[config.mk]
export PLATFORM = sky130hd
export DESIGN_NAME = multi_key_debounce_events_core
export DESIGN_NICKNAME = d
export VERILOG_FILES = /design/src/rtl/mkde_pkg.sv /design/src/rtl/mkde_front.sv /design/src/rtl/mkde_queue.sv /design/src/rtl/mkde_back.sv /design/src/rtl/multi_key_debounce_events_core.sv
export SDC_FILE = /design/constraint.sdc
export NUM_CORES = 1
export LEC_CHECK = 0
export ABC_AREA = 1
export BUFFER_PORTS_ARGS = -buffer_cell sky130_fd_sc_hd__buf_2
export CORE_MARGIN = 1
export CORE_UTILIZATION = 50
export CTS_BUF_LIST = sky130_fd_sc_hd__clkbuf_16
export DETAILED_ROUTE_END_ITERATION = 10
export PLACE_DENSITY = 0.71
export SETUP_SLACK_MARGIN = 0.3
export SLEW_MARGIN = 10
export SYNTH_ARGS = -nofsm -noshare
export SYNTH_HDL_FRONTEND = slang
export SYNTH_HIERARCHICAL = 1
export SYNTH_SLANG_ARGS = --single-unit
export TNS_END_PERCENT = 100
[constraint.sdc]
create_clock -name clk -period 8 [get_ports clk]
set_input_delay 0 -clock clk [delete_from_list [all_inputs] [get_ports clk]]
set_output_delay 0 -clock clk [all_outputs]
set_load 0.1 [all_outputs]
[src/rtl/mkde_pkg.sv]
// Package: shared constants, types and the per-key history function.
`timescale 1ns / 1ps
`default_nettype none
package mkde_pkg;

  localparam int NUM_KEYS    = 16;
  localparam int SLOTS       = 16;
  localparam int IDX_W       = 4;
  localparam int CODE_W      = 2;
  localparam int HIST_W      = 3;
  localparam int CFG_INDEX_W = 2;
  localparam int CFG_DATA_W  = 64;
  localparam int QUEUE_DEPTH = 2;
  localparam int QPTR_W      = (QUEUE_DEPTH > 1) ? $clog2(QUEUE_DEPTH) : 1;
  localparam int QCNT_W      = $clog2(QUEUE_DEPTH + 1);

  // Configuration register indexes
  localparam logic [CFG_INDEX_W-1:0] REG_KEY_ENABLE     = 2'd0;
  localparam logic [CFG_INDEX_W-1:0] REG_PRESS_POLARITY = 2'd1;
  localparam logic [CFG_INDEX_W-1:0] REG_EVENT_ENABLE   = 2'd2;

  // Event codes
  localparam logic [CODE_W-1:0] EV_UP      = 2'd0;
  localparam logic [CODE_W-1:0] EV_PUSH    = 2'd1;
  localparam logic [CODE_W-1:0] EV_RELEASE = 2'd2;
  localparam logic [CODE_W-1:0] EV_DOWN    = 2'd3;

  // History patterns
  localparam logic [HIST_W-1:0] H_UP      = 3'h0;
  localparam logic [HIST_W-1:0] H_GLITCH0 = 3'h2;
  localparam logic [HIST_W-1:0] H_PUSH    = 3'h3;
  localparam logic [HIST_W-1:0] H_RELEASE = 3'h4;
  localparam logic [HIST_W-1:0] H_GLITCH1 = 3'h5;
  localparam logic [HIST_W-1:0] H_DOWN    = 3'h7;

  // One classified sample: which keys emit, and each key's event code
  typedef struct packed {
    logic [SLOTS-1:0]        mask;
    logic [SLOTS*CODE_W-1:0] codes;
  } rec_t;

  typedef struct packed {
    logic [HIST_W-1:0] hist;
    logic              has;
    logic [CODE_W-1:0] ev;
  } hist_res_t;

  // Shift one sample into a history, cancel a lone glitch, classify
  function automatic hist_res_t hist_step(input logic [HIST_W-1:0] old_h,
                                          input logic pressed);
    hist_res_t r;
    r.hist = {old_h[HIST_W-2:0], pressed};
    r.has  = 1'b0;
    r.ev   = EV_UP;
    case (r.hist)
      H_UP:      begin r.has = 1'b1; r.ev = EV_UP;      end
      H_PUSH:    begin r.has = 1'b1; r.ev = EV_PUSH;    end
      H_RELEASE: begin r.has = 1'b1; r.ev = EV_RELEASE; end
      H_DOWN:    begin r.has = 1'b1; r.ev = EV_DOWN;    end
      H_GLITCH0: r.hist = H_UP;
      H_GLITCH1: r.hist = H_DOWN;
      default:   r.has = 1'b0;
    endcase
    return r;
  endfunction

endpackage
`default_nettype wire

[src/rtl/mkde_front.sv]
// Front end: configuration registers, key histories and sample classification.
`timescale 1ns / 1ps
`default_nettype none
module mkde_front
  import mkde_pkg::*;
(
  input  wire logic                   clk,
  input  wire logic                   rst,
  input  wire logic                   cfg_valid,
  input  wire logic [CFG_INDEX_W-1:0] cfg_index,
  input  wire logic [CFG_DATA_W-1:0]  cfg_data,
  input  wire logic                   accept,
  input  wire logic [SLOTS-1:0]       key_levels,
  output rec_t                        rec,
  output logic                        rec_valid
);

  logic [SLOTS-1:0]        key_enable;
  logic [SLOTS-1:0]        press_polarity;
  logic [4*SLOTS-1:0]      event_enable;
  logic [HIST_W-1:0]       key_history [SLOTS];
  logic [HIST_W-1:0]       key_history_next [SLOTS];
  hist_res_t               res [SLOTS];

  // Write configuration registers
  always_ff @(posedge clk) begin
    if (rst) begin
      key_enable     <= '0;
      press_polarity <= '0;
      event_enable   <= '0;
    end else if (cfg_valid) begin
      case (cfg_index)
        REG_KEY_ENABLE:     key_enable     <= cfg_data[SLOTS-1:0];
        REG_PRESS_POLARITY: press_polarity <= cfg_data[SLOTS-1:0];
        REG_EVENT_ENABLE:   event_enable   <= cfg_data[4*SLOTS-1:0];
        default:            ;
      endcase
    end
  end

  // Classify every key in parallel; disabled slots keep their history
  always_comb begin
    rec = '0;
    for (int k = 0; k < SLOTS; k++) begin
      res[k] = hist_step(key_history[k], key_levels[k] == press_polarity[k]);
      key_history_next[k] = key_history[k];
      if (k < NUM_KEYS && key_enable[k]) begin
        key_history_next[k] = res[k].hist;
        rec.mask[k] = res[k].has && event_enable[4*k + int'(res[k].ev)];
        rec.codes[CODE_W*k +: CODE_W] = res[k].ev;
      end
    end
    rec_valid = accept && (rec.mask != '0);
  end

  // Advance histories on each accepted word
  always_ff @(posedge clk) begin
    for (int k = 0; k < SLOTS; k++) begin
      if (rst) begin
        key_history[k] <= '0;
      end else if (accept) begin
        key_history[k] <= key_history_next[k];
      end
    end
  end

endmodule
`default_nettype wire

[src/rtl/mkde_queue.sv]
// Short queue of classified samples between front and back end.
`timescale 1ns / 1ps
`default_nettype none
module mkde_queue
  import mkde_pkg::*;
(
  input  wire logic clk,
  input  wire logic rst,
  input  wire logic wr_en,
  input  wire rec_t wr_data,
  input  wire logic rd_en,
  output rec_t      rd_data,
  output logic      full,
  output logic      empty
);

  rec_t              mem [QUEUE_DEPTH];
  logic [QPTR_W-1:0] wr_ptr;
  logic [QPTR_W-1:0] rd_ptr;
  logic [QCNT_W-1:0] count;
  logic              do_wr;
  logic              do_rd;

  assign full    = (count == QCNT_W'(QUEUE_DEPTH));
  assign empty   = (count == '0);
  assign do_wr   = wr_en && !full;
  assign do_rd   = rd_en && !empty;
  assign rd_data = mem[rd_ptr];

  // Store entries
  always_ff @(posedge clk) begin
    if (do_wr) begin
      mem[wr_ptr] <= wr_data;
    end
  end

  // Advance pointers and fill count
  always_ff @(posedge clk) begin
    if (rst) begin
      wr_ptr <= '0;
      rd_ptr <= '0;
      count  <= '0;
    end else begin
      if (do_wr) begin
        wr_ptr <= (wr_ptr == QPTR_W'(QUEUE_DEPTH - 1)) ? '0 : wr_ptr + 1'b1;
      end
      if (do_rd) begin
        rd_ptr <= (rd_ptr == QPTR_W'(QUEUE_DEPTH - 1)) ? '0 : rd_ptr + 1'b1;
      end
      count <= count + QCNT_W'(do_wr) - QCNT_W'(do_rd);
    end
  end

endmodule
`default_nettype wire

[src/rtl/mkde_back.sv]
// Back end: drain one event per cycle, while the receiver pops, from a classified sample into the output word.
`timescale 1ns / 1ps
`default_nettype none
module mkde_back
  import mkde_pkg::*;
(
  input  wire logic              clk,
  input  wire logic              rst,
  input  wire logic              q_empty,
  input  wire rec_t              q_data,
  output logic                   q_pop,
  input  wire logic              pop,
  output logic                   empty,
  output logic [IDX_W-1:0]       key_index,
  output logic [CODE_W-1:0]      event_code,
  output logic                   last
);

  logic [SLOTS-1:0]        work_mask;
  logic [SLOTS*CODE_W-1:0] work_codes;
  logic [SLOTS-1:0]        work_mask_next;
  logic [SLOTS-1:0]        rest_mask;
  logic [IDX_W-1:0]        low_idx;
  logic                    out_valid;
  logic                    pop_ok;
  logic                    consume;

  // Find lowest pending key
  always_comb begin
    low_idx = '0;
    for (int k = SLOTS - 1; k >= 0; k--) begin
      if (work_mask[k]) begin
        low_idx = IDX_W'(k);
      end
    end
  end

  assign pop_ok    = pop && out_valid;
  assign consume   = (work_mask != '0) && (!out_valid || pop_ok);
  assign rest_mask = work_mask & ~(SLOTS'(1) << low_idx);

  always_comb begin
    work_mask_next = consume ? rest_mask : work_mask;
    q_pop          = !q_empty && (work_mask_next == '0);
  end

  // Hold the sample being drained; reload from the queue when done
  always_ff @(posedge clk) begin
    if (rst) begin
      work_mask <= '0;
    end else if (q_pop) begin
      work_mask <= q_data.mask;
    end else begin
      work_mask <= work_mask_next;
    end
  end

  always_ff @(posedge clk) begin
    if (q_pop) begin
      work_codes <= q_data.codes;
    end
  end

  // Output word register
  always_ff @(posedge clk) begin
    if (rst) begin
      out_valid <= 1'b0;
    end else if (consume) begin
      out_valid <= 1'b1;
    end else if (pop_ok) begin
      out_valid <= 1'b0;
    end
  end

  always_ff @(posedge clk) begin
    if (consume) begin
      key_index  <= low_idx;
      event_code <= work_codes[CODE_W*low_idx +: CODE_W];
      last       <= (rest_mask == '0);
    end
  end

  assign empty = !out_valid;

endmodule
`default_nettype wire

[src/rtl/multi_key_debounce_events_core.sv]
// Top level: three-sample debouncer for up to 16 keys with an event queue.
//
// Input side: present a scan sample on key_levels and raise push; the word
// is taken at a clock edge where push is high and full is low.
// Output side: while empty is low, key_index, event_code and last describe
// the oldest event; raise pop to take it. Events leave in key order, and last
// marks the final event of a sample. A sample that raises no enabled event
// produces no output word at all.
// Path: the first event of a sample passes from the sample queue through the
// back end's work register into the output register. The back end drains one
// event per cycle while the receiver pops, so a sample of 1 to 16 events uses
// output bandwidth in proportion to its events; the front end takes a
// sample every cycle while the two-entry sample queue has room. A stalled
// receiver fills that queue and then raises full.
// Configuration: cfg_valid/cfg_ready write key_enable (0), press_polarity (1)
// or event_enable (2); cfg_ready is always high. Write only while idle.
// Reset (rst, synchronous, active high) clears registers, all key histories,
// the queue and the output word.
`timescale 1ns / 1ps
`default_nettype none
module multi_key_debounce_events_core
  import mkde_pkg::*;
(
  input  wire logic                   clk,
  input  wire logic                   rst,
  input  wire logic                   cfg_valid,
  output logic                        cfg_ready,
  input  wire logic [CFG_INDEX_W-1:0] cfg_index,
  input  wire logic [CFG_DATA_W-1:0]  cfg_data,
  input  wire logic                   push,
  output logic                        full,
  input  wire logic [SLOTS-1:0]       key_levels,
  input  wire logic                   pop,
  output logic                        empty,
  output logic [IDX_W-1:0]            key_index,
  output logic [CODE_W-1:0]           event_code,
  output logic                        last
);

  rec_t rec;
  rec_t q_data;
  logic rec_valid;
  logic q_full;
  logic q_empty;
  logic q_pop;
  logic accept;

  assign cfg_ready = 1'b1;
  assign full      = q_full;
  assign accept    = push && !q_full;

  mkde_front u_front (
    .clk        (clk),
    .rst        (rst),
    .cfg_valid  (cfg_valid),
    .cfg_index  (cfg_index),
    .cfg_data   (cfg_data),
    .accept     (accept),
    .key_levels (key_levels),
    .rec        (rec),
    .rec_valid  (rec_valid)
  );

  mkde_queue u_queue (
    .clk     (clk),
    .rst     (rst),
    .wr_en   (rec_valid),
    .wr_data (rec),
    .rd_en   (q_pop),
    .rd_data (q_data),
    .full    (q_full),
    .empty   (q_empty)
  );

  mkde_back u_back (
    .clk        (clk),
    .rst        (rst),
    .q_empty    (q_empty),
    .q_data     (q_data),
    .q_pop      (q_pop),
    .pop        (pop),
    .empty      (empty),
    .key_index  (key_index),
    .event_code (event_code),
    .last       (last)
  );

endmodule
`default_nettype wire
# After elaboration in Yosys (flattened, before gate mapping)
# Memories as Yosys holds them, arrays and structs flattened. A register that Yosys moved wholly into a read port is not among the register bits.
# Index checks and enable logic that the tools add are counted.
# classes
n_bitwise	18
order_cmp	16
n_mux	190
mul	0
add_sub_neg	19
n_eq_ne	99
shifts	2
reduce_logical	69
div_mod_pow	0
# op_table
cell	n
32-bit by 8-bit < comparator with 1-bit output (second input constant)	15
3-bit == test (second input constant)	48
3-bit by 2-bit == test with 1-bit output (second input constant)	32
3-bit 2-to-1 mux	32
2-bit one-hot mux with 3 select lines	16
3-bit one-hot mux with 2 select lines	16
1-bit binary-select mux with 6-bit select	15
1-bit 2-to-1 mux	76
4-bit 2-to-1 mux	16
4-bit OR reduction	16
6-bit by 2-bit adder with 7-bit output (first input constant)	8
3-bit zero test	16
16-bit zero test	2
16-bit 2-to-1 mux	2
2-bit 2-to-1 mux	16
16-bit nonzero test	2
32-bit by 6-bit indexed part select with 2-bit output	1
5-bit by 2-bit adder with 6-bit output (first input constant)	4
1-bit logical AND	23
16-bit bitwise AND	1
1-bit == test	16
16-bit inverter	1
1-bit bitwise OR	16
1-bit by 4-bit << shifter with 16-bit output (first input constant)	1
14 further kinds	22
# totals
memories	2
romBits	0
reg_bits	156
latch_bits	0
word_cells	427
ramBits	144
input_bits	87
output_inout_bits	10
# memory_table
memory	words	width	read_ports	rd_ports_with_merged_regs	wr	line	text
u_queue.mem	2	48	1	1	1	mkde_queue.sv:17	rec_t mem [QUEUE_DEPTH];
u_front.key_history	16	3	16	0	16	mkde_front.sv:21	logic [HIST_W-1:0] key_history [SLOTS];

# Logic depth before layout (Yosys ltp)
# Gate-level depths: netlist of the first run.
# logic_depth
word_depth	25
depth_mapped	32
mapped_depth_nobuf	32

# Modules after synthesis
# Netlist of the first run, hierarchy kept.
# by_module_without_submodules
mod	cells_per_inst	n_inst	seq_area_each_um2	area_each_um2
mkde_front	953	1	2882.8	6698.9
mkde_queue	188	1	2982.9	3793.6
mkde_back	324	1	1511.4	2947.8
multi_key_debounce_events_core	4	1	0.0	21.3

# Least setup slack after synthesis of the first run
# Ideal clock, no wire load.
# synth_path
path_kind	register to register
from	register u_back.out_valid
to	register u_queue.count[1]
stages_incl_launch_ff	21
required_ps	7885
path_slack_ps	1544
n_path_buf	1
setup_time_ps	115
synth_period_minus_slack_ps	6456
arrival_ps	6341
path_cell_list	dfxtp_1 inv_1 nor2_1 a21oi_4 inv_2 buf_2 o21ai_1 nand2_1 nor2_1 nand2_1 nor4_1 inv_1 nor2_1 ha_1 inv_1 ha_1 inv_1 nand2_1 nand3_1 nand2_1 nor2_1
# synth_between
elab_chain_cells	8
elab_cells_between_ends	9
classes_between	add/sub (1); mux (1); reduce/logical (7)
# synth_rtl
element	line	text
from (decl)	mkde_back.sv:24	logic out_valid;
from (signal assigned)	mkde_back.sv:67	out_valid <= 1'b0;
from (signal assigned)	mkde_back.sv:69	out_valid <= 1'b1;
from (signal assigned)	mkde_back.sv:71	out_valid <= 1'b0;
1-bit zero test	--	
net empty	multi_key_debounce_events_core.sv:34	output logic empty,
1-bit logical OR	mkde_back.sv:39	assign consume = (work_mask != '0) && (!out_valid || pop_ok);
1-bit logical AND	mkde_back.sv:39	
net u_back.consume	mkde_back.sv:26	logic consume;
16-bit 2-to-1 mux	mkde_back.sv:43	work_mask_next = consume ? rest_mask : work_mask;
16-bit zero test	mkde_back.sv:44	q_pop = !q_empty && (work_mask_next == '0);
1-bit logical AND	mkde_back.sv:44	
net q_pop	multi_key_debounce_events_core.sv:45	logic q_pop;
1-bit logical AND	mkde_queue.sv:27	assign do_rd = rd_en && !empty;
net u_queue.do_rd	mkde_queue.sv:22	logic do_rd;
2-bit by 1-bit subtractor with 2-bit output	mkde_queue.sv:50	count <= count + QCNT_W'(do_wr) - QCNT_W'(do_rd);
to (signal assigned)	mkde_queue.sv:50	
to (decl)	mkde_queue.sv:20	logic [QCNT_W-1:0] count;
# The timed path passes the listed nets, and every way through them passes these cells.
# A chain may end at the register's enable or synchronous reset.

# Worst setup path after layout of the first run
# layout_path
from	register u_back.work_mask[15]
to	register u_queue.count[1]
# layout_between
elab_chain_cells	24
elab_cells_between_ends	26
classes_between	add/sub (1); shift (1); mux (17); bitwise (2); reduce/logical (5)
# layout_rtl
element	line	text
from (decl)	mkde_back.sv:19	logic [SLOTS-1:0] work_mask;
from (signal assigned)	mkde_back.sv:52	work_mask <= q_data.mask;
from (signal assigned)	mkde_back.sv:54	work_mask <= work_mask_next;
4-bit 2-to-1 mux (16 in a row)	mkde_back.sv:32	if (work_mask[k]) begin
1-bit by 4-bit << shifter with 16-bit output	mkde_back.sv:40	assign rest_mask = work_mask & ~(SLOTS'(1) << low_idx);
16-bit inverter	mkde_back.sv:40	
16-bit bitwise AND	mkde_back.sv:40	
16-bit 2-to-1 mux *	mkde_back.sv:43	
16-bit zero test *	mkde_back.sv:44	
1-bit logical AND *	mkde_back.sv:44	
net q_pop	multi_key_debounce_events_core.sv:45	
1-bit logical AND *	mkde_queue.sv:27	
net u_queue.do_rd	mkde_queue.sv:22	
2-bit by 1-bit subtractor with 2-bit output *	mkde_queue.sv:50	
# Mark *: on every way through the listed nets, which the timed path passes. The rest lies on a longest branch.

==> flow_metrics.env, run 1 <==
export IMPL_antenna_found_initial=0
export IMPL_yosys_warnings=6
export IMPL_setup_ws_ns=3.62
export IMPL_grt_usage_pct=23.5
export IMPL_cts_htree_levels=1
export IMPL_diodes=0
export IMPL_layout_drive_gt1_share_pct=18.2
export IMPL_overflow=0
export IMPL_slowest_stage="a21oi_2"
export IMPL_vias=10715
export IMPL_cts_root_buf="clkbuf_16"
export IMPL_max_freq_ghz=0.228
export IMPL_fp_dieW_um=166
export IMPL_muxShareOfSynthArea_pct=4.57
export IMPL_worstHoldEndpoint="u_front/event_enable[5]"
export IMPL_synth_ff_type="edfxtp_1"
export IMPL_start_util_pct=51.4
export IMPL_synth_xor_area_share_pct=0
export IMPL_final_cell_mix="nand2_1 (233), edfxtp_1 (167), nor2_1 (161)"
export IMPL_r2r_end="u_queue/count[1]"
export IMPL_cts_path_max_buffers=3
export IMPL_worstHoldPathType="primary input to register"
export IMPL_hp_start="cfg_index[0]"
export IMPL_grt_max_degree=72
export IMPL_hpwl_mm=20.8
export IMPL_cp_start_kind="register"
export IMPL_synth_fa_ha_area_share_pct=0.186
export IMPL_routabilityCongestion=0.865
export IMPL_final_nets=1720
export IMPL_rsz0062_at_grt="false"
export IMPL_clkTransAtPathRegs_ns=0.06
export IMPL_synth_simple_area_share_pct=22.6
export IMPL_criticalPathCategory="register to register"
export IMPL_drt_total_wl_mm=32.3
export IMPL_ys_seq_elements=285
export IMPL_regToRegSetupSlack_ns=3.62
export IMPL_slowest_delay_ns=0.86
export IMPL_drc=2
export IMPL_cp_end_kind="register"
export IMPL_io_pins=97
export IMPL_synth_compound_area_share_pct=10.6
export IMPL_ir_drop_v=0.000328
export IMPL_tightest_slew_ns=1.10
export IMPL_maxCapViolCount=0
export IMPL_finClkSkew_ns=0.0251
export IMPL_worstPathMaxFanout=34
export IMPL_finalHoldViolCount=0
export IMPL_syn_inst=1469
export IMPL_crit_required_ns=8.45
export IMPL_cp_num_buf_inv=5
export IMPL_p_leak_nw=6.81
export IMPL_dr_pass1_iters=8
export IMPL_syn_area_per_cell_um2=9.16
export IMPL_slew_headroom_pct=26.9
export IMPL_ys_types=40
export IMPL_final_antenna_net_count=0
export IMPL_grt_pass1_vias=10223
export IMPL_fin_crit_ns=4.38
export IMPL_die_area_um2=27600
export IMPL_area_growth_pct=18.5
export IMPL_cts_made_buffers=30
export IMPL_cts_sinks=285
export IMPL_wl_per_cell_um=16.2
export IMPL_pwr_density_cell_nw_per_um2=338
export IMPL_cts_tree="built"
export IMPL_mappedNetlistNets=1558
export IMPL_reg2reg_from="u_back/work_mask[15]"
export IMPL_cts_resized=0
export IMPL_vias_per_cell=5.38
export IMPL_status="finished, violations left"
export IMPL_dp_cells=1852
export IMPL_violations="DRC"
export IMPL_port_buffers=95
export IMPL_dp_slack_ns=3.64
export IMPL_syn_area_um2=13500
export IMPL_ys_async_sr_fraction_pct=0
export IMPL_cp_top_family="simple AND/OR/NAND/NOR gates"
export IMPL_crit_arrival_ns=4.83
export IMPL_crit_top_cell="nand3_1"
export IMPL_worstSkewPairLatency_ns=0.57
export IMPL_whs_path_depth=5
export IMPL_rows=59
export IMPL_drv_slew=0
export IMPL_setup_viol=0
export IMPL_layout_cells_non_filler=1990
export IMPL_final_common_cell="nand2_1"
export IMPL_tns_ns=0
export IMPL_die_h_um=166
export IMPL_ys_seq_area_share_pct=54.8
export IMPL_core_um2=26200
export IMPL_grt_pass1_wl_mm=52.4
export IMPL_drt_first_iter_violations=801
export IMPL_synth_edff_count=167
export IMPL_synth_top_family_by_area="simple AND/OR/NAND/NOR gates"
export IMPL_rr_worst_depth=25
export IMPL_finalCritPeriodShare_pct=54.8
[tightest hold or removal path: cells and delay by family]
| kind | cells | cell delay, ns |
|---|---|---|
| compound gates | 1 | 0.20 |
| simple gates | 2 | 0.09 |
| buf+inv | 2 | 0.38 |
[cell families (layout without fill, tap and decap cells)]
logic type                 count (synthesis)  count (layout)
and+or+nand+nor                          637             637
DFF                                      285             285
AOI/OAI and AO/OA                        265             265
buffers and inverters                    231             417
muxes                                     48              48
adders and majority gates                  2               2
other                                      1               1
[power by group]
group	internal (mW)	switching, mW
registers	1.76	0.0728
clock network	0.841	0.570
logic	0.560	1.59
[registers in the layout (all words and copies together) (netlist names), named ones only]
signal                  cells
u_queue/mem                96
u_front/event_enable       64
u_back/work_codes          32
u_front/key_history        32
u_back/work_mask           16
u_front/key_enable         16
u_front/press_polarity     16
u_back/key_index            4
u_back/event_code           2
u_queue/count               2
u_back/last                 1
u_back/out_valid            1
u_queue/rd_ptr              1
u_queue/wr_ptr              1
[final cells by class]
class                      instances  area, um2
clock inverter                    26        258
inverter                         174        653
fill                            2160      10300
multi-input combinational        953       5120
sequential                       285       7380
clock buffer                      30        751
tap                              335        419
timing repair buffer             187       1370
[worst max path at each step]
stage,start,to,slack [ns],cells after the start
after floorplan,u_back/out_valid,u_queue/count[1],1.54,20
after global placement,u_back/work_mask[15],u_queue/count[1],3.74,25
after detailed placement,u_back/work_mask[15],u_queue/count[1],3.64,25
after CTS,u_back/work_mask[15],u_queue/count[1],3.62,25
after global routing,u_back/work_mask[15],u_queue/count[1],3.17,25
final,u_back/work_mask[15],u_queue/count[1],3.62,25
[synthesized netlist by cell type, types with 10 or more instances]
master	n	share of area [%]
nand3_2	15	1.1
nor2_1	162	4.5
buf_6	10	0.84
nand4_1	28	1.3
buf_2	16	0.59
o21ai_0	119	4.4
mux2_4	20	2.2
edfxtp_1	167	37
clkbuf_1	26	0.72
mux2_2	28	2.3
nand2_4	14	1.2
nand2_2	34	1.6
dfxtp_1	118	18
nand3_1	128	4.8
nand2_1	233	6.5
o21ai_1	10	0.37
inv_2	19	0.53
inv_1	155	4.3
a21oi_1	111	4.1
[routing by layer]
| layer | vias to the layer above | global-route usage [%] | wire length (um) |
|---|---|---|---|
| li1 | 5292 | - | - |
| met3 | 58 | 3.27 | 1890 |
| met5 | - | 0 | 0 |
| met1 | 4984 | 32.5 | 14500 |
| met4 | 0 | 6.26 | 732 |
| met2 | 381 | 38.8 | 15200 |
[through the flow]
step	area, um2	total power, mW	hold slack (ns)	util (%)
floorplan	13500	3.58	0.0624	-
global placement	14100	3.96	0.221	53.9
detailed placement	14100	3.96	0.227	53.9
CTS	16000	5.41	0.117	60.9
global route	16000	5.69	0.183	60.9
finish	16000	5.39	0.155	60.9
[timing repair]
action	CTS	global route
hold endpoints to repair	126	0
buffers inserted	0	0
hold buffers	82	0
No activity file was read; power rests on OpenSTA's default activity.
==> run 2: changes to the inputs <==
==> constraint.sdc (replaced) <==
create_clock -name clk -period 4.5 [get_ports clk]
set_input_delay 0 -clock clk [delete_from_list [all_inputs] [get_ports clk]]
set_output_delay 0 -clock clk [all_outputs]
set_load 0.1 [all_outputs]
==> run 2 against run 1 <==
Against the previous run: the flow still finishes with violations (DRC); via count rose by 0.16%; non-clock buffer count rose by 3; hold slack got worse by 0.065 ns; global-route usage rose by 0.22 points; design area barely moved; sequential share of layout area barely moved; flip-flop and latch count did not move; largest cell class unchanged.
==> flow_metrics.env, run 2 (synthesis gave the netlist of run 1 again) <==
export IMPL_status="finished, violations left"
export IMPL_violations="DRC"
export IMPL_reg_top3="u_queue/mem (96), u_front/event_enable (64)"
export IMPL_cts_made_buffers=30
export IMPL_worstHoldEndpoint="u_front/press_polarity[0]"
export IMPL_p_int_mw=5.64
export IMPL_core_um2=26200
export IMPL_layout_cells_non_filler=1993
export IMPL_antenna_found_initial=0
export IMPL_grt_pass1_vias=10475
export IMPL_max_freq_ghz=0.271
export IMPL_final_common_cell="nand2_1"
export IMPL_cp_end_kind="register"
export IMPL_clock_power_share_pct=25.6
export IMPL_reg2reg_from="u_back/work_mask[14]"
export IMPL_rsz0062_at_grt="false"
export IMPL_drt_total_wl_mm=32.2
export IMPL_worstSkewPairLatency_ns=0.55
export IMPL_tightest_slew_ns=1.14
export IMPL_cts_sinks=285
export IMPL_drv_slew=0
export IMPL_power_frac_seq_pct=34.1
export IMPL_ir_drop_v=0.000433
export IMPL_postPlaceCellArea_um2=14200
export IMPL_port_buffers=95
export IMPL_worstHoldPathType="primary input to register"
export IMPL_setup_viol=0
export IMPL_dr_pass1_iters=11
export IMPL_start_util_pct=51.4
export IMPL_switchingPower_mw=3.94
export IMPL_crit_required_ns=4.94
export IMPL_crit_arrival_ns=4.12
export IMPL_final_cell_mix="nand2_1 (233), edfxtp_1 (167), inv_1 (161), nor2_1 (161), nand3_1 (128)"
export IMPL_die_area_um2=27600
export IMPL_criticalPathCategory="register to register"
export IMPL_fin_crit_ns=3.68
export IMPL_overflow=0
export IMPL_drc=2
export IMPL_hold_worst_slack_ns=0.0898
export IMPL_finalHoldViolCount=0
export IMPL_fp_dieW_um=166
export IMPL_diodes=0
export IMPL_finalPower_mw=9.58
export IMPL_clkTransAtPathRegs_ns=0.06
export IMPL_cts_root_buf="clkbuf_16"
export IMPL_top_register="u_queue/mem"
export IMPL_grt_max_degree=67
export IMPL_cts_tree="built"
export IMPL_maxCapViolCount=0
export IMPL_fin_util_pct=60.9
export IMPL_grt_pass1_wl_mm=53.0
export IMPL_worstPathMaxFanout=11
export IMPL_area_growth_pct=18.6
export IMPL_rows=59
export IMPL_dp_cells=1855
export IMPL_hp_start="cfg_valid"
export IMPL_cp_start_kind="register"
export IMPL_p_leak_nw=6.82
export IMPL_setup_ws_ns=0.816
export IMPL_vias=10732
export IMPL_die_h_um=166
export IMPL_routabilityCongestion=0.909
export IMPL_vias_per_cell=5.38
export IMPL_largest_register_ffs=96
export IMPL_regToRegSetupSlack_ns=0.82
export IMPL_tns_ns=0
export IMPL_pwr_density_cell_nw_per_um2=600
export IMPL_final_antenna_net_count=0
export IMPL_drt_first_iter_violations=816
export IMPL_design_area_um2=16000
export IMPL_finClkSkew_ns=0.0129
export IMPL_dp_slack_ns=0.884
export IMPL_r2r_end="u_queue/count[1]"
export IMPL_p_comb_share_pct=40.3
export IMPL_hpwl_mm=21.0
export IMPL_cts_path_max_buffers=3
export IMPL_rr_worst_depth=24
export IMPL_layout_drive_gt1_share_pct=18.1
export IMPL_slew_headroom_pct=24.1
export IMPL_whs_path_depth=4
export IMPL_finalCritPeriodShare_pct=81.9
export IMPL_cts_htree_levels=1
export IMPL_final_nets=1723
export IMPL_io_pins=97
export IMPL_grt_usage_pct=23.7
export IMPL_wl_per_cell_um=16.2
export IMPL_power_share_switching_pct=41.1
==> run 2: cell types whose count changed in the layout (fill, tap and decap cells not counted), moves of 2 or more <==
| cell | change |
|---|---|
| clkinv_1 | +2 |
| inv_1 | +3 |
| clkinvlp_4 | +2 |
| buf_4 | +3 |
| clkinv_2 | -5 |
==> run 2: repair_timing <==
item	in CTS	in global routing
gates resized for setup	0	0
endpoints found under the hold margin	125	0
buffers inserted	0	0
hold buffers	82	0
endpoints found under the setup margin	0	0
==> run 2: power by group through the flow <==
stage                     logic [mW]  registers (mW)  clock network (mW)
after detailed placement        3.77            3.32                   0
after floorplan                 2.86            3.52                   0
after CTS                       3.84            3.27                2.48
after global placement          3.79            3.32                   0
final                           3.86            3.27                2.45
after global routing            4.24            3.29                2.58
==> run 2: area by class of cell <==
type | count | area (um2)
flip-flops and latches | 285 | 7380
multi-input cells | 953 | 5130
clock buffers | 31 | 776
clock inverters | 25 | 208
fillers | 2153 | 10200
repair buffers | 190 | 1390
inverters | 174 | 657
well taps | 335 | 419
==> run 2: worst max path at each step <==
stage | startpoint | endpoint | slack [ns] | cells past startpoint
2_1_floorplan | u_back/out_valid | u_queue/count[1] | 0.53 | 20
3_3_place_gp | u_back/work_mask[14] | u_queue/count[1] | 0.94 | 24
3_5_place_dp | u_back/work_mask[14] | u_queue/count[1] | 0.88 | 24
4_1_cts | u_back/work_mask[14] | u_queue/count[1] | 0.86 | 24
5_1_grt | u_back/work_mask[14] | u_queue/count[1] | 0.38 | 29
6_report | u_back/work_mask[14] | u_queue/count[1] | 0.82 | 24
==> run 2: metal layers <==
layer	up-vias	global-route usage [%]	part of all wire [%]
li1	5292	-	-
met1	5058	32.1	45
met2	328	40.0	47
met3	54	3.19	5.9
met4	0	6.58	2.1
met5	-	0	0
==> run 2: critical path, cell delays in order (launching register included) <==
cell	delay, ns
dfxtp_1	0.32
inv_1	0.07
nand2_1	0.07
nor3_1	0.25
inv_1	0.07
nand2_1	0.08
a21oi_2	0.12
buf_4	0.19
inv_1	0.34
nand4_1	0.21
o21ai_2	0.17
o21ai_1	0.10
nor2_1	0.15
nand3_2	0.16
nor4_4	0.30
inv_1	0.06
nor2_1	0.16
ha_1	0.25
inv_1	0.06
ha_1	0.15
inv_1	0.04
nand2_1	0.07
nand3_1	0.09
nand2_1	0.06
nor2_1	0.04
